File: src/rtl/ffa_pkg.sv
// ----------------------------------------------------------------------------
// ffa_pkg: shared types and constants of the first-fit allocator
// Field widths, operation and status codes, the command words that go to
// the cells, and elaboration helpers for the selection tree.
// ----------------------------------------------------------------------------
`default_nettype none

package ffa_pkg;

  localparam int ADDR_W   = 24;
  localparam int LEN_W    = 24;
  localparam int RANGE_W  = 25;
  localparam int SLOT_W   = 6;
  localparam int TOTAL_W  = 7;

  localparam int DEF_TABLE_DEPTH = 64;
  localparam int DEF_BANK_SIZE   = 16384;

  typedef enum logic [1:0] {
    OP_FIND   = 2'd0,
    OP_CLAIM  = 2'd1,
    OP_GIVE   = 2'd2,
    OP_APPEND = 2'd3
  } opcode_t;

  typedef enum logic [2:0] {
    ST_OK        = 3'd0,
    ST_NOT_FOUND = 3'd1,
    ST_TOO_LONG  = 3'd2,
    ST_BAD_SLOT  = 3'd3,
    ST_FULL      = 3'd4
  } status_t;

  // One table entry.
  typedef struct packed {
    logic [ADDR_W-1:0] start;
    logic [LEN_W-1:0]  size;
  } ent_t;

  // Search command broadcast to every cell.
  typedef struct packed {
    opcode_t            op;
    logic [LEN_W-1:0]   len;
    logic [RANGE_W-1:0] low;
    logic [RANGE_W-1:0] high;
    logic [ADDR_W-1:0]  addr;
    logic [ADDR_W:0]    addr_end;
    logic               addr_unaligned;
  } search_t;

  // Update command: write one entry, or remove one and close the gap.
  typedef struct packed {
    logic en;
    logic rm;
    ent_t ent;
  } upd_t;

  // Number of radix-8 tree levels needed to cover n leaves (at least one).
  function automatic int clog8(input int n);
    int l;
    l = 1;
    while ((1 << (3 * l)) < n) l++;
    return l;
  endfunction

  // Offset of tree level g in a flat node list, leaves being level 0.
  function automatic int lvl_off(input int levels, input int g);
    int s;
    s = 0;
    for (int k = 0; k < g; k++) s += 1 << (3 * (levels - k));
    return s;
  endfunction

endpackage

`default_nettype wire

File: src/rtl/ffa_cell.sv
// ----------------------------------------------------------------------------
// ffa_cell: one table entry of the allocator
// Holds one extent, tests it against the broadcast search command, and
// either takes a new value or the value of its upper neighbor on update.
// ----------------------------------------------------------------------------
`default_nettype none

module ffa_cell import ffa_pkg::*; #(
  parameter int INDEX     = 0,
  parameter int DEPTH     = DEF_TABLE_DEPTH,
  parameter int BANK_BITS = 14
) (
  input  wire logic                       clk,
  input  wire search_t                    cmd,
  input  wire logic [SLOT_W-1:0]          slot,
  input  wire logic [$clog2(DEPTH+1)-1:0] count,
  input  wire upd_t                       upd,
  input  wire logic [$clog2(DEPTH)-1:0]   upd_idx,
  input  wire ent_t                       nb,
  output ent_t                            ent,
  output logic                            hit,
  output logic                            kind
);

  localparam int IW = $clog2(DEPTH);
  localparam int CW = $clog2(DEPTH + 1);

  logic              live;
  logic              stop;
  logic              fits;
  logic              aligned;
  logic              joins_front;
  logic              after;
  logic [ADDR_W:0]   ent_end;
  logic              hit_next;
  logic              kind_next;

  assign live        = CW'(INDEX) < count;
  assign stop        = {1'b0, ent.start} >= cmd.high;
  assign fits        = ({1'b0, ent.start} >= cmd.low) && (ent.size >= cmd.len);
  assign aligned     = ent.start[BANK_BITS-1:0] == '0;
  assign ent_end     = {1'b0, ent.start} + {1'b0, ent.size};
  assign joins_front = {1'b0, ent.start} == cmd.addr_end;
  assign after       = cmd.addr_unaligned && (ent_end == {1'b0, cmd.addr});

  always_comb begin
    hit_next  = 1'b0;
    kind_next = 1'b0;
    case (cmd.op)
      OP_FIND: begin
        // A start at or above the bound ends the scan without a match.
        hit_next  = live && (stop || fits);
        kind_next = !stop;
      end
      OP_CLAIM: begin
        hit_next = live && (32'(slot) == INDEX);
      end
      OP_GIVE: begin
        hit_next  = live && !aligned && (joins_front || after);
        kind_next = joins_front;
      end
      default: begin
        hit_next = 1'b0;
      end
    endcase
  end

  always_ff @(posedge clk) begin
    hit  <= hit_next;
    kind <= kind_next;
    if (upd.en) begin
      if (upd.rm) begin
        if (IW'(INDEX) >= upd_idx) ent <= nb;
      end else if (IW'(INDEX) == upd_idx) begin
        ent <= upd.ent;
      end
    end
  end

endmodule

`default_nettype wire

File: config.mk
export PLATFORM = sky130hd
export DESIGN_NAME = ffa_cell
export DESIGN_NICKNAME = d
export VERILOG_FILES = /design/src/rtl/ffa_pkg.sv /design/src/rtl/ffa_cell.sv
export SDC_FILE = /design/constraint.sdc
export NUM_CORES = 1
export LEC_CHECK = 0
export BUFFER_PORTS_ARGS = -buffer_cell sky130_fd_sc_hd__buf_4
export CAP_MARGIN = 20
export CORE_MARGIN = 10
export CORE_UTILIZATION = 50
export CTS_BUF_LIST = sky130_fd_sc_hd__clkbuf_8
export CTS_CLUSTER_DIAMETER = 120
export DETAILED_ROUTE_END_ITERATION = 12
export PLACE_DENSITY = 0.86
export RECOVER_POWER = 100
export REMOVE_ABC_BUFFERS = 1
export SYNTH_ARGS = -nofsm -noshare
export SYNTH_HDL_FRONTEND = slang
export SYNTH_SLANG_ARGS = --single-unit
File: constraint.sdc
create_clock -name clk -period 18.5 [get_ports clk]
set_clock_uncertainty 0.1 [all_clocks]
set_input_delay 1.85 -clock clk [delete_from_list [all_inputs] [get_ports clk]]
set_output_delay 1.85 -clock clk [all_outputs]
set_load 0.1 [all_outputs]
Word level (Yosys, flattened, before mapping)
Cells that the tools add are included.
{"block": "totals", "elab_cells": 36, "register_bits": 50, "inputBits": 244}
{"block": "op_classes", "order_cmp": 5, "muxes": 5, "n_reduce_logical": 16, "n_eq_ne": 5, "addsub": 1}
{"cell": "$mux 48", "count": 3}
{"cell": "$ge 24x25->1", "count": 2}
{"cell": "$add 24x24->25", "count": 1}
{"cell": "$eq 24x25->1", "count": 1}
{"cell": "$eq 25x24->1", "count": 1}
{"cell": "$ge 24x24->1", "count": 1}
{"cell": "$logic_not 14->1", "count": 1}
{"cell": "$logic_not 6->1", "count": 2}
{"cell": "$lt 1x7->1 const A", "count": 1}
{"cell": "$ge 1x6->1 const A", "count": 1}
{"cell": "$logic_and 1x1->1", "count": 6}
{"cell": "$pmux 1 s3", "count": 1}
{"cell": "$reduce_and 3->1", "count": 1}
{"cell": "$eq 2x1->1 const B", "count": 1}
{"cell": "$eq 2x2->1 const B", "count": 1}
{"cell": "$logic_not 1->1", "count": 2}
{"cell": "$logic_not 2->1", "count": 1}
{"cell": "$logic_or 1x1->1", "count": 2}
{"cell": "$ne 2x1->1 const B", "count": 1}
{"cell": "$pmux 1 s2", "count": 1}
{"cell": "$reduce_bool 2->1", "count": 1}

Logic depth before layout (Yosys ltp)
Gate-level depths: netlist of the first run.
{"block": "depth", "depth_word": 6, "depth_mapped": 11, "mapped_depth_nobuf": 11}

Least setup slack after synthesis of the first run
Ideal clock, no wire load.
{"block": "synth_timing", "path_type": "in2reg", "from": "input upd_idx[3]", "to": "register ent[0] (netlist bit), enable pin", "setup_slack_ps": 10736, "path_buffers": 0, "t_arrival_ps": 7086, "stages": 2, "cell_sequence": "or4b_2 > nor4_1"}
{"block": "synth_via", "elab_chain_cells": 3, "word_cells_on_any_way": 5, "classes_between": "order compare (1); eq/ne (1); reduce/logical (3)"}
{"item": "start, declared", "line_no": "ffa_cell.sv:18", "text": "input wire logic [$clog2(DEPTH)-1:0] upd_idx,"}
{"item": "$ge 1x6->1 / $logic_not 6->1 (equally long branches)", "line_no": "ffa_cell.sv:73, ffa_cell.sv:74"}
{"item": "$ne 2x1->1 (no source line) / $reduce_bool 2->1 (equally long branches)"}
{"item": "$reduce_and 3->1 (no source line) (*)"}
{"item": "end signal, assigned", "line_no": "ffa_cell.sv:73", "text": "if (IW'(INDEX) >= upd_idx) ent <= nb;"}
{"item": "end signal, assigned", "line_no": "ffa_cell.sv:75", "text": "ent <= upd.ent;"}
{"item": "end, declared", "line_no": "ffa_cell.sv:20", "text": "output ent_t ent,"}
Mark *: on every way between the ends. The rest lies on a longest branch, timed or not.
A chain may end at the register's enable or synchronous reset.

Worst setup path after layout of the first run
{"block": "layout_timing", "from": "input upd_idx[3]", "to": "register ent[25] (netlist bit), enable pin"}
The elaborated chain is that of the path after synthesis.

==> reports/results.ini, run 1 <==
[setup_path]
r2r_slack_ns=14.96
crit_chain=clkbuf_4 > or4b_2 > nor4_1 > clkbuf_1
start_kind=primary input
cp.depth=4
ff2ff_path_depth=11
critPathTopFamily=buffers and inverters
cp_slowest_cell=clkbuf_1
slowest_delay_ns=1.99
reg2reg_to=hit
cp-end-kind=flip-flop
crit_type=in2reg
crit_end=ent[25]
crit_required_ns=18.28
cp_max_fo=48
arrival_ns=4.85
crit_start=upd_idx[3]
reg2reg_from=ent[24]
path_buf_inv=2

[grt]
grt_usage=0.280
grt_pass1_vias=6689
antenna_found_initial=0
overflow=0
grt_max_degree=49
grt_pass1_wl_mm=36.2

[pwr]
power_density_nw_per_um2=37.5
irDropWorstVdd_mv=0.0323
finalPower_mw=0.307
p_leak_nw=3.88

[sta]
fin_tns_setup_ns=0
post-route-min-period_ns=5.07
setup_viol=0
finalMaxSlewViolations=98
rsz0062_at_grt=no
hold_violations=0
slew_headroom=-0.843
worstMarginPinSlew_ns=2.77
fmax_mhz=197
post-route-period-util=0.274

[route]
vias=6218
route.detailed.drc=0
vias_per_cell=5.80
drt_iter0_drc=479
avgRoutedWirePerCell_um=22.7
drtAntennaViolNets=0
dr.pass1.iters=5
drt-total-wl_mm=24.3

[cts]
path_clk_slew_ns=0.10
cts_setup_buffers=0
insertion_delay_ns=0.31
cts_resized=0
htreeDepth=2
cts_made_buffers=5
clock-root-buffer=clkbuf_8
clk_path_buf_depth=2
ctsHoldBuffers=0
clock-sinks=50
cts_tree=done

[synth]
synthCells=642
synth_area_um2=6000
synth_flop_cell=edfxtp_1
synth_top_cell_by_area=edfxtp_1
ys_async_sr_fraction=0
synth_edf_count=48
synth.distinct_cells=74
syn_area_per_cell_um2=9.35
yosys-top-cells-area=edfxtp_1 (24%), ha_1 (20%), mux2_2 (9.0%)
seq_area_frac_synth=0.247
synth_top_cell_area_share=0.240
ys_warn_count=0
ys_ff_latch=50

[layout]
instances_no_fill=1072
multi_input_area_um2=4110
final-seq-area_um2=1480
drive_gt1_frac=0.336
area_growth_pct=36.4
fill_cells=920
nets=1268
final_area_um2=8190

[die]
num_rows=39
start_util=0.519
die_area_um2=16800
die_h_um=130
core_area_um2=11600
pin_count=294
die_width_um=130

[placed_design]
dpl_cell_area_um2=8290
post-dp-hpwl_mm=21.2
dp.cells=1063
routabilityCongestion=0.981
port_buffers=293

[min_path]
hold_path.class=reg2reg

[outcome]
status=finished with violations
violations=max-capacitance violations, max-slew violations

[flow_run]
max_cap_violations=2

==> final cells by class <==
| type | instances | share of cell area |
|---|---|---|
| Multi-Input combinational cell | 497 | 0.502 |
| Tap cell | 143 | 0.0218 |
| Antenna cell | 1 | 0.000306 |
| Sequential cell | 50 | 0.181 |
| Clock inverter | 3 | 0.00458 |
| Clock buffer | 5 | 0.00840 |
| Timing Repair Buffer | 294 | 0.246 |
| Inverter | 79 | 0.0362 |
==> worst reg2reg max path, delay by kind of cell, from the launching register on <==
| kind | cells | cell delay, ns |
|---|---|---|
| simple gates | 7 | 1.72 |
| xor+xnor | 1 | 0.23 |
| flops | 1 | 0.50 |
| compound gates | 1 | 0.19 |
| fa+ha+maj | 2 | 0.73 |
==> cell usage in the layout (no fill, tap or decap), drive strengths merged, types with 4 or more instances in the layout <==
| cell | Yosys | routed |
|---|---|---|
| a211o | 5 | 5 |
| a211oi | 6 | 6 |
| a21o | 20 | 20 |
| a21oi | 35 | 35 |
| a31oi | 9 | 9 |
| buf | 8 | 240 |
| clkbuf | 8 | 59 |
| edfxtp | 48 | 48 |
| ha | 96 | 96 |
| inv | 79 | 81 |
| mux2 | 48 | 48 |
| nand2 | 26 | 26 |
| nand2b | 6 | 6 |
| nand3 | 8 | 8 |
| nand4 | 23 | 23 |
| nor2 | 29 | 29 |
| nor2b | 9 | 9 |
| nor3 | 11 | 11 |
| nor4 | 12 | 12 |
| o2111ai | 6 | 6 |
| o211ai | 4 | 4 |
| o21a | 8 | 8 |
| o21ai | 26 | 26 |
| or4 | 4 | 4 |
| xnor2 | 33 | 33 |
| xor2 | 21 | 21 |
==> stage by stage <==
stage | utilization | hold WS (ns) | setup slack [ns]
floorplan | - | 1.28 | 10.74
global placement | 0.717 | 0.814 | 14.24
detailed placement | 0.717 | 0.825 | 14.23
CTS | 0.726 | 0.830 | 14.55
global route | 0.708 | 0.921 | 13.12
finish | 0.708 | 0.827 | 13.43
==> cell families (layout without fill, tap and decap cells) <==
kind of cell,Yosys count,in the layout,share of synthesized area
compound gates,153,153,0.177
xor+xnor,54,54,0.0788
fa+ha+maj,97,97,0.203
buf+inv,95,381,0.0673
flops,50,50,0.247
mux,50,50,0.0934
other cells,0,1,0
simple gates,143,143,0.133
==> routing by layer <==
layer,global-route usage,vias to the layer above,part of all wire
li1,-,2971,-
met2,0.501,298,0.52
met1,0.306,2906,0.36
met3,0.0905,43,0.095
met5,0,-,0
met4,0.0913,0,0.024
==> power by group <==
| part | leakage, nW | total (mW) | switching, mW | internal (mW) |
|---|---|---|---|---|
| combinational | 3.37 | 0.102 | 0.0435 | 0.0590 |
| sequential | 0.448 | 0.127 | 0.00136 | 0.126 |
| clock | 0.0607 | 0.0777 | 0.0382 | 0.0395 |
==> Yosys cell counts, types with 7 or more instances <==
cell and n:
ha_1 96, inv_1 79, edfxtp_1 48, mux2_2 48, a21oi_1 35, xnor2_1 33
nor2_1 29, nand2_1 25, nand4_1 23, xor2_1 21, o21ai_0 19, a21o_1 18
nor3_1 11, nor4_1 10, a31oi_1 9, nor2b_1 9, clkbuf_1 8, nand3_1 7
o21a_1 7
==> state kept, by name, summed over array words and instances, names as in the netlist <==
register	count
kind	1
hit	1
ent	48
==> worst min-delay path by stage <==
| stage | from | to | slack [ns] | cells past startpoint |
|---|---|---|---|---|
| 4_1_cts | ent[24] | kind | 0.83 | 5 |
| 3_3_place_gp | ent[24] | kind | 0.81 | 5 |
| 3_5_place_dp | ent[24] | kind | 0.83 | 5 |
| 2_1_floorplan | ent[24] | kind | 1.28 | 5 |
| 5_1_grt | ent[24] | kind | 0.92 | 5 |
| 6_report | ent[24] | kind | 0.83 | 5 |
Note: power is estimated with default switching activity, not from simulation.
==> run 2, diff against run 1 <==
--- a/config.mk
+++ b/config.mk
@@ -5,6 +5,7 @@
 export SDC_FILE = /design/constraint.sdc
 export NUM_CORES = 1
 export LEC_CHECK = 0
+export ABC_AREA = 1
 export BUFFER_PORTS_ARGS = -buffer_cell sky130_fd_sc_hd__buf_4
 export CAP_MARGIN = 20
 export CORE_MARGIN = 10
@@ -12,7 +13,7 @@
 export CTS_BUF_LIST = sky130_fd_sc_hd__clkbuf_8
 export CTS_CLUSTER_DIAMETER = 120
 export DETAILED_ROUTE_END_ITERATION = 12
-export PLACE_DENSITY = 0.86
+export PLACE_DENSITY = 0.85
 export RECOVER_POWER = 100
 export REMOVE_ABC_BUFFERS = 1
 export SYNTH_ARGS = -nofsm -noshare
==> constraint.sdc (replaced) <==
create_clock -name clk -period 5.3 [get_ports clk]
set_clock_uncertainty 0.1 [all_clocks]
set_input_delay 0.53 -clock clk [delete_from_list [all_inputs] [get_ports clk]]
set_output_delay 0.53 -clock clk [all_outputs]
set_load 0.1 [all_outputs]
==> run 2 against run 1 <==
Non-clock buffer count unchanged; flip-flop and latch count unchanged; register-to-register slack got worse by 13 ns; count of clock-buffer cells in the layout did not move; hold slack got worse by 0.51 ns; the flow still finishes with violations (max-capacitance violations, max-slew violations).
==> reports/results.ini, run 2 <==
[synth]
post-synth-top-count-cell=nand2_1
synth_flop_cell=edfxtp_1
synth_area_um2=6440
seq_area_frac_synth=0.230
ys_top_cells_by_count=nand2_1 (205), inv_1 (160), ha_1 (96)
ys_async_sr_fraction=0
synth_edf_count=48
synthCells=872
yosys-top-cells-area=edfxtp_1 (22%), ha_1 (19%), nand2_1 (12%)
synth_top_cell_by_area=edfxtp_1
ys_ff_latch=50
syn_area_per_cell_um2=7.39
synth_top_cell_area_share=0.224
synth.distinct_cells=37
ys_warn_count=0

[pwr]
pwr-share-clk=0.256
irDropWorstVdd_mv=0.169
p_comb_frac=0.335
sequentialPowerShare=0.409
p_leak_nw=4.62
finalPower_mw=1.08
p_int_mw=0.779
power_density_nw_per_um2=124
netSwitchingPower_mw=0.304
p_sw_frac=0.280

[layout]
largest-register=ent
n_antenna_cell=0
multi_input_area_um2=4310
fin_util=0.692
nets=1507
fill_cells=1101
area_growth_pct=35.6
largest_reg_flops=48
top_regs=ent (48), hit (1), kind (1)
drive_gt1_frac=0.268
final_common_cell=buf_4
final-seq-area_um2=1480
layout_common_cells=buf_4 (241), nand2_1 (205), inv_1 (161)

[sta]
fin_tns_setup_ns=0
setup_viol=0
fin_ws_ns=2.08
finalMaxSlewViolations=79
timing.hold.ws_ns=0.313
post-route-period-util=0.608
rsz0062_at_grt=no
fmax_mhz=310
slew_headroom=-0.721
post-route-min-period_ns=3.22
worstMarginPinSlew_ns=2.58
hold_violations=0

[grt]
grt_pass1_vias=7697
grt_pass1_wl_mm=37.9
antenna_found_initial=0
grt_usage=0.266
grt_max_degree=49
overflow=0

[cts]
htreeDepth=2
clock-sinks=50
cts_resized=0
clk_path_buf_depth=2
cts_tree=done
cts_setup_buffers=0
insertion_delay_ns=0.31
ctsHoldBuffers=0
cts_made_buffers=5
clock-root-buffer=clkbuf_8
path_clk_slew_ns=0.10

[setup_path]
cp_max_fo=29
crit_required_ns=5.12
slowest_delay_ns=1.25
start_kind=primary input
critPathTopFamily=buffers and inverters
path_buf_inv=2
ff2ff_path_depth=17
cp-end-kind=flip-flop
r2r_slack_ns=2.38
reg2reg_from=ent[24]
cp_slowest_cell=clkbuf_1
reg2reg_to=hit
arrival_ns=3.05
crit_type=in2reg
crit_chain=clkbuf_4 > nor4_1 > and3_1 > clkbuf_1

[min_path]
hold_path.class=in2reg
worstHoldStart=cmd[124]
worstHoldPathCells=2
min_to=kind

[die]
start_util=0.510
num_rows=41
die_area_um2=17800
pin_count=294
core_area_um2=12600
die_width_um=133
die_h_um=133

[placed_design]
post-dp-hpwl_mm=21.6
port_buffers=293
routabilityCongestion=0.938
place_ws_ns=2.50

[flow_run]
max_cap_violations=2

[route]
dr.pass1.iters=5
drt-total-wl_mm=24.4
drtAntennaViolNets=0
vias_per_cell=5.28
vias=7075
avgRoutedWirePerCell_um=18.3
drt_iter0_drc=383
route.detailed.drc=0

[outcome]
violations=max-capacitance violations, max-slew violations
status=finished with violations

-- run 2: changes by cell type after synthesis, moves of 15 or more --
| cell | change |
|---|---|
| nand2_1 | +180 |
| inv_1 | +81 |
| nand3_1 | +45 |
| a21oi_1 | +19 |
| a21o_1 | -16 |
| xnor2_1 | -16 |
| nor2_1 | +15 |
-- run 2: worst max-delay path by stage --
| stage | start | endpoint | slack, ns | depth (start not counted) |
|---|---|---|---|---|
| 2_1_floorplan | ent[24] | hit | 2.43 | 17 |
| 3_3_place_gp | ent[24] | hit | 2.55 | 17 |
| 3_5_place_dp | ent[24] | hit | 2.50 | 17 |
| 4_1_cts | ent[24] | hit | 2.49 | 17 |
| 5_1_grt | upd_idx[5] | ent[36] | 1.86 | 4 |
| 6_report | upd_idx[5] | ent[5] | 2.08 | 4 |
-- run 2: cell families (layout without fill, tap and decap cells) --
kind of cell	count (synthesis)	after routing	synth area share
compound gates	90	90	0.0800
simple gates	383	383	0.266
mux	48	48	0.0839
fa+ha+maj	97	97	0.190
xor+xnor	37	37	0.0503
buf+inv	167	462	0.0997
flops	50	50	0.230
-- run 2: final cells by class --
cell class | instances | share of cell area
multi-input cells | 655 | 0.494
repair buffers | 294 | 0.230
flip-flops and latches | 50 | 0.170
inverters | 160 | 0.0688
well taps | 172 | 0.0246
clock buffers | 5 | 0.00788
clock inverters | 3 | 0.00473
-- run 2: stage by stage --
step / instances / area [um2]
after global placement: 1330 / 8810
after detailed placement: 1330 / 8810
final: 1339 / 8730
after global routing: 1339 / 8730
after CTS: 1338 / 8920
after floorplan: 865 / 6400
-- run 2: power groups by stage --
stage                     Sequential, mW  Clock, mW  Combinational, mW
after floorplan                    0.474          0              0.147
after global placement             0.452          0              0.352
after detailed placement           0.452          0              0.361
after CTS                          0.443      0.280              0.364
after global routing               0.444      0.291              0.399
final                              0.443      0.277              0.362
-- run 2: routing by layer --
| metal | global-route usage | wire length, um | vias to the layer above |
|---|---|---|---|
| li1 | - | - | 3520 |
| met1 | 0.278 | 8840 | 3223 |
| met2 | 0.483 | 12500 | 263 |
| met3 | 0.0756 | 2110 | 69 |
| met4 | 0.117 | 1040 | 0 |
| met5 | 0 | 0 | - |
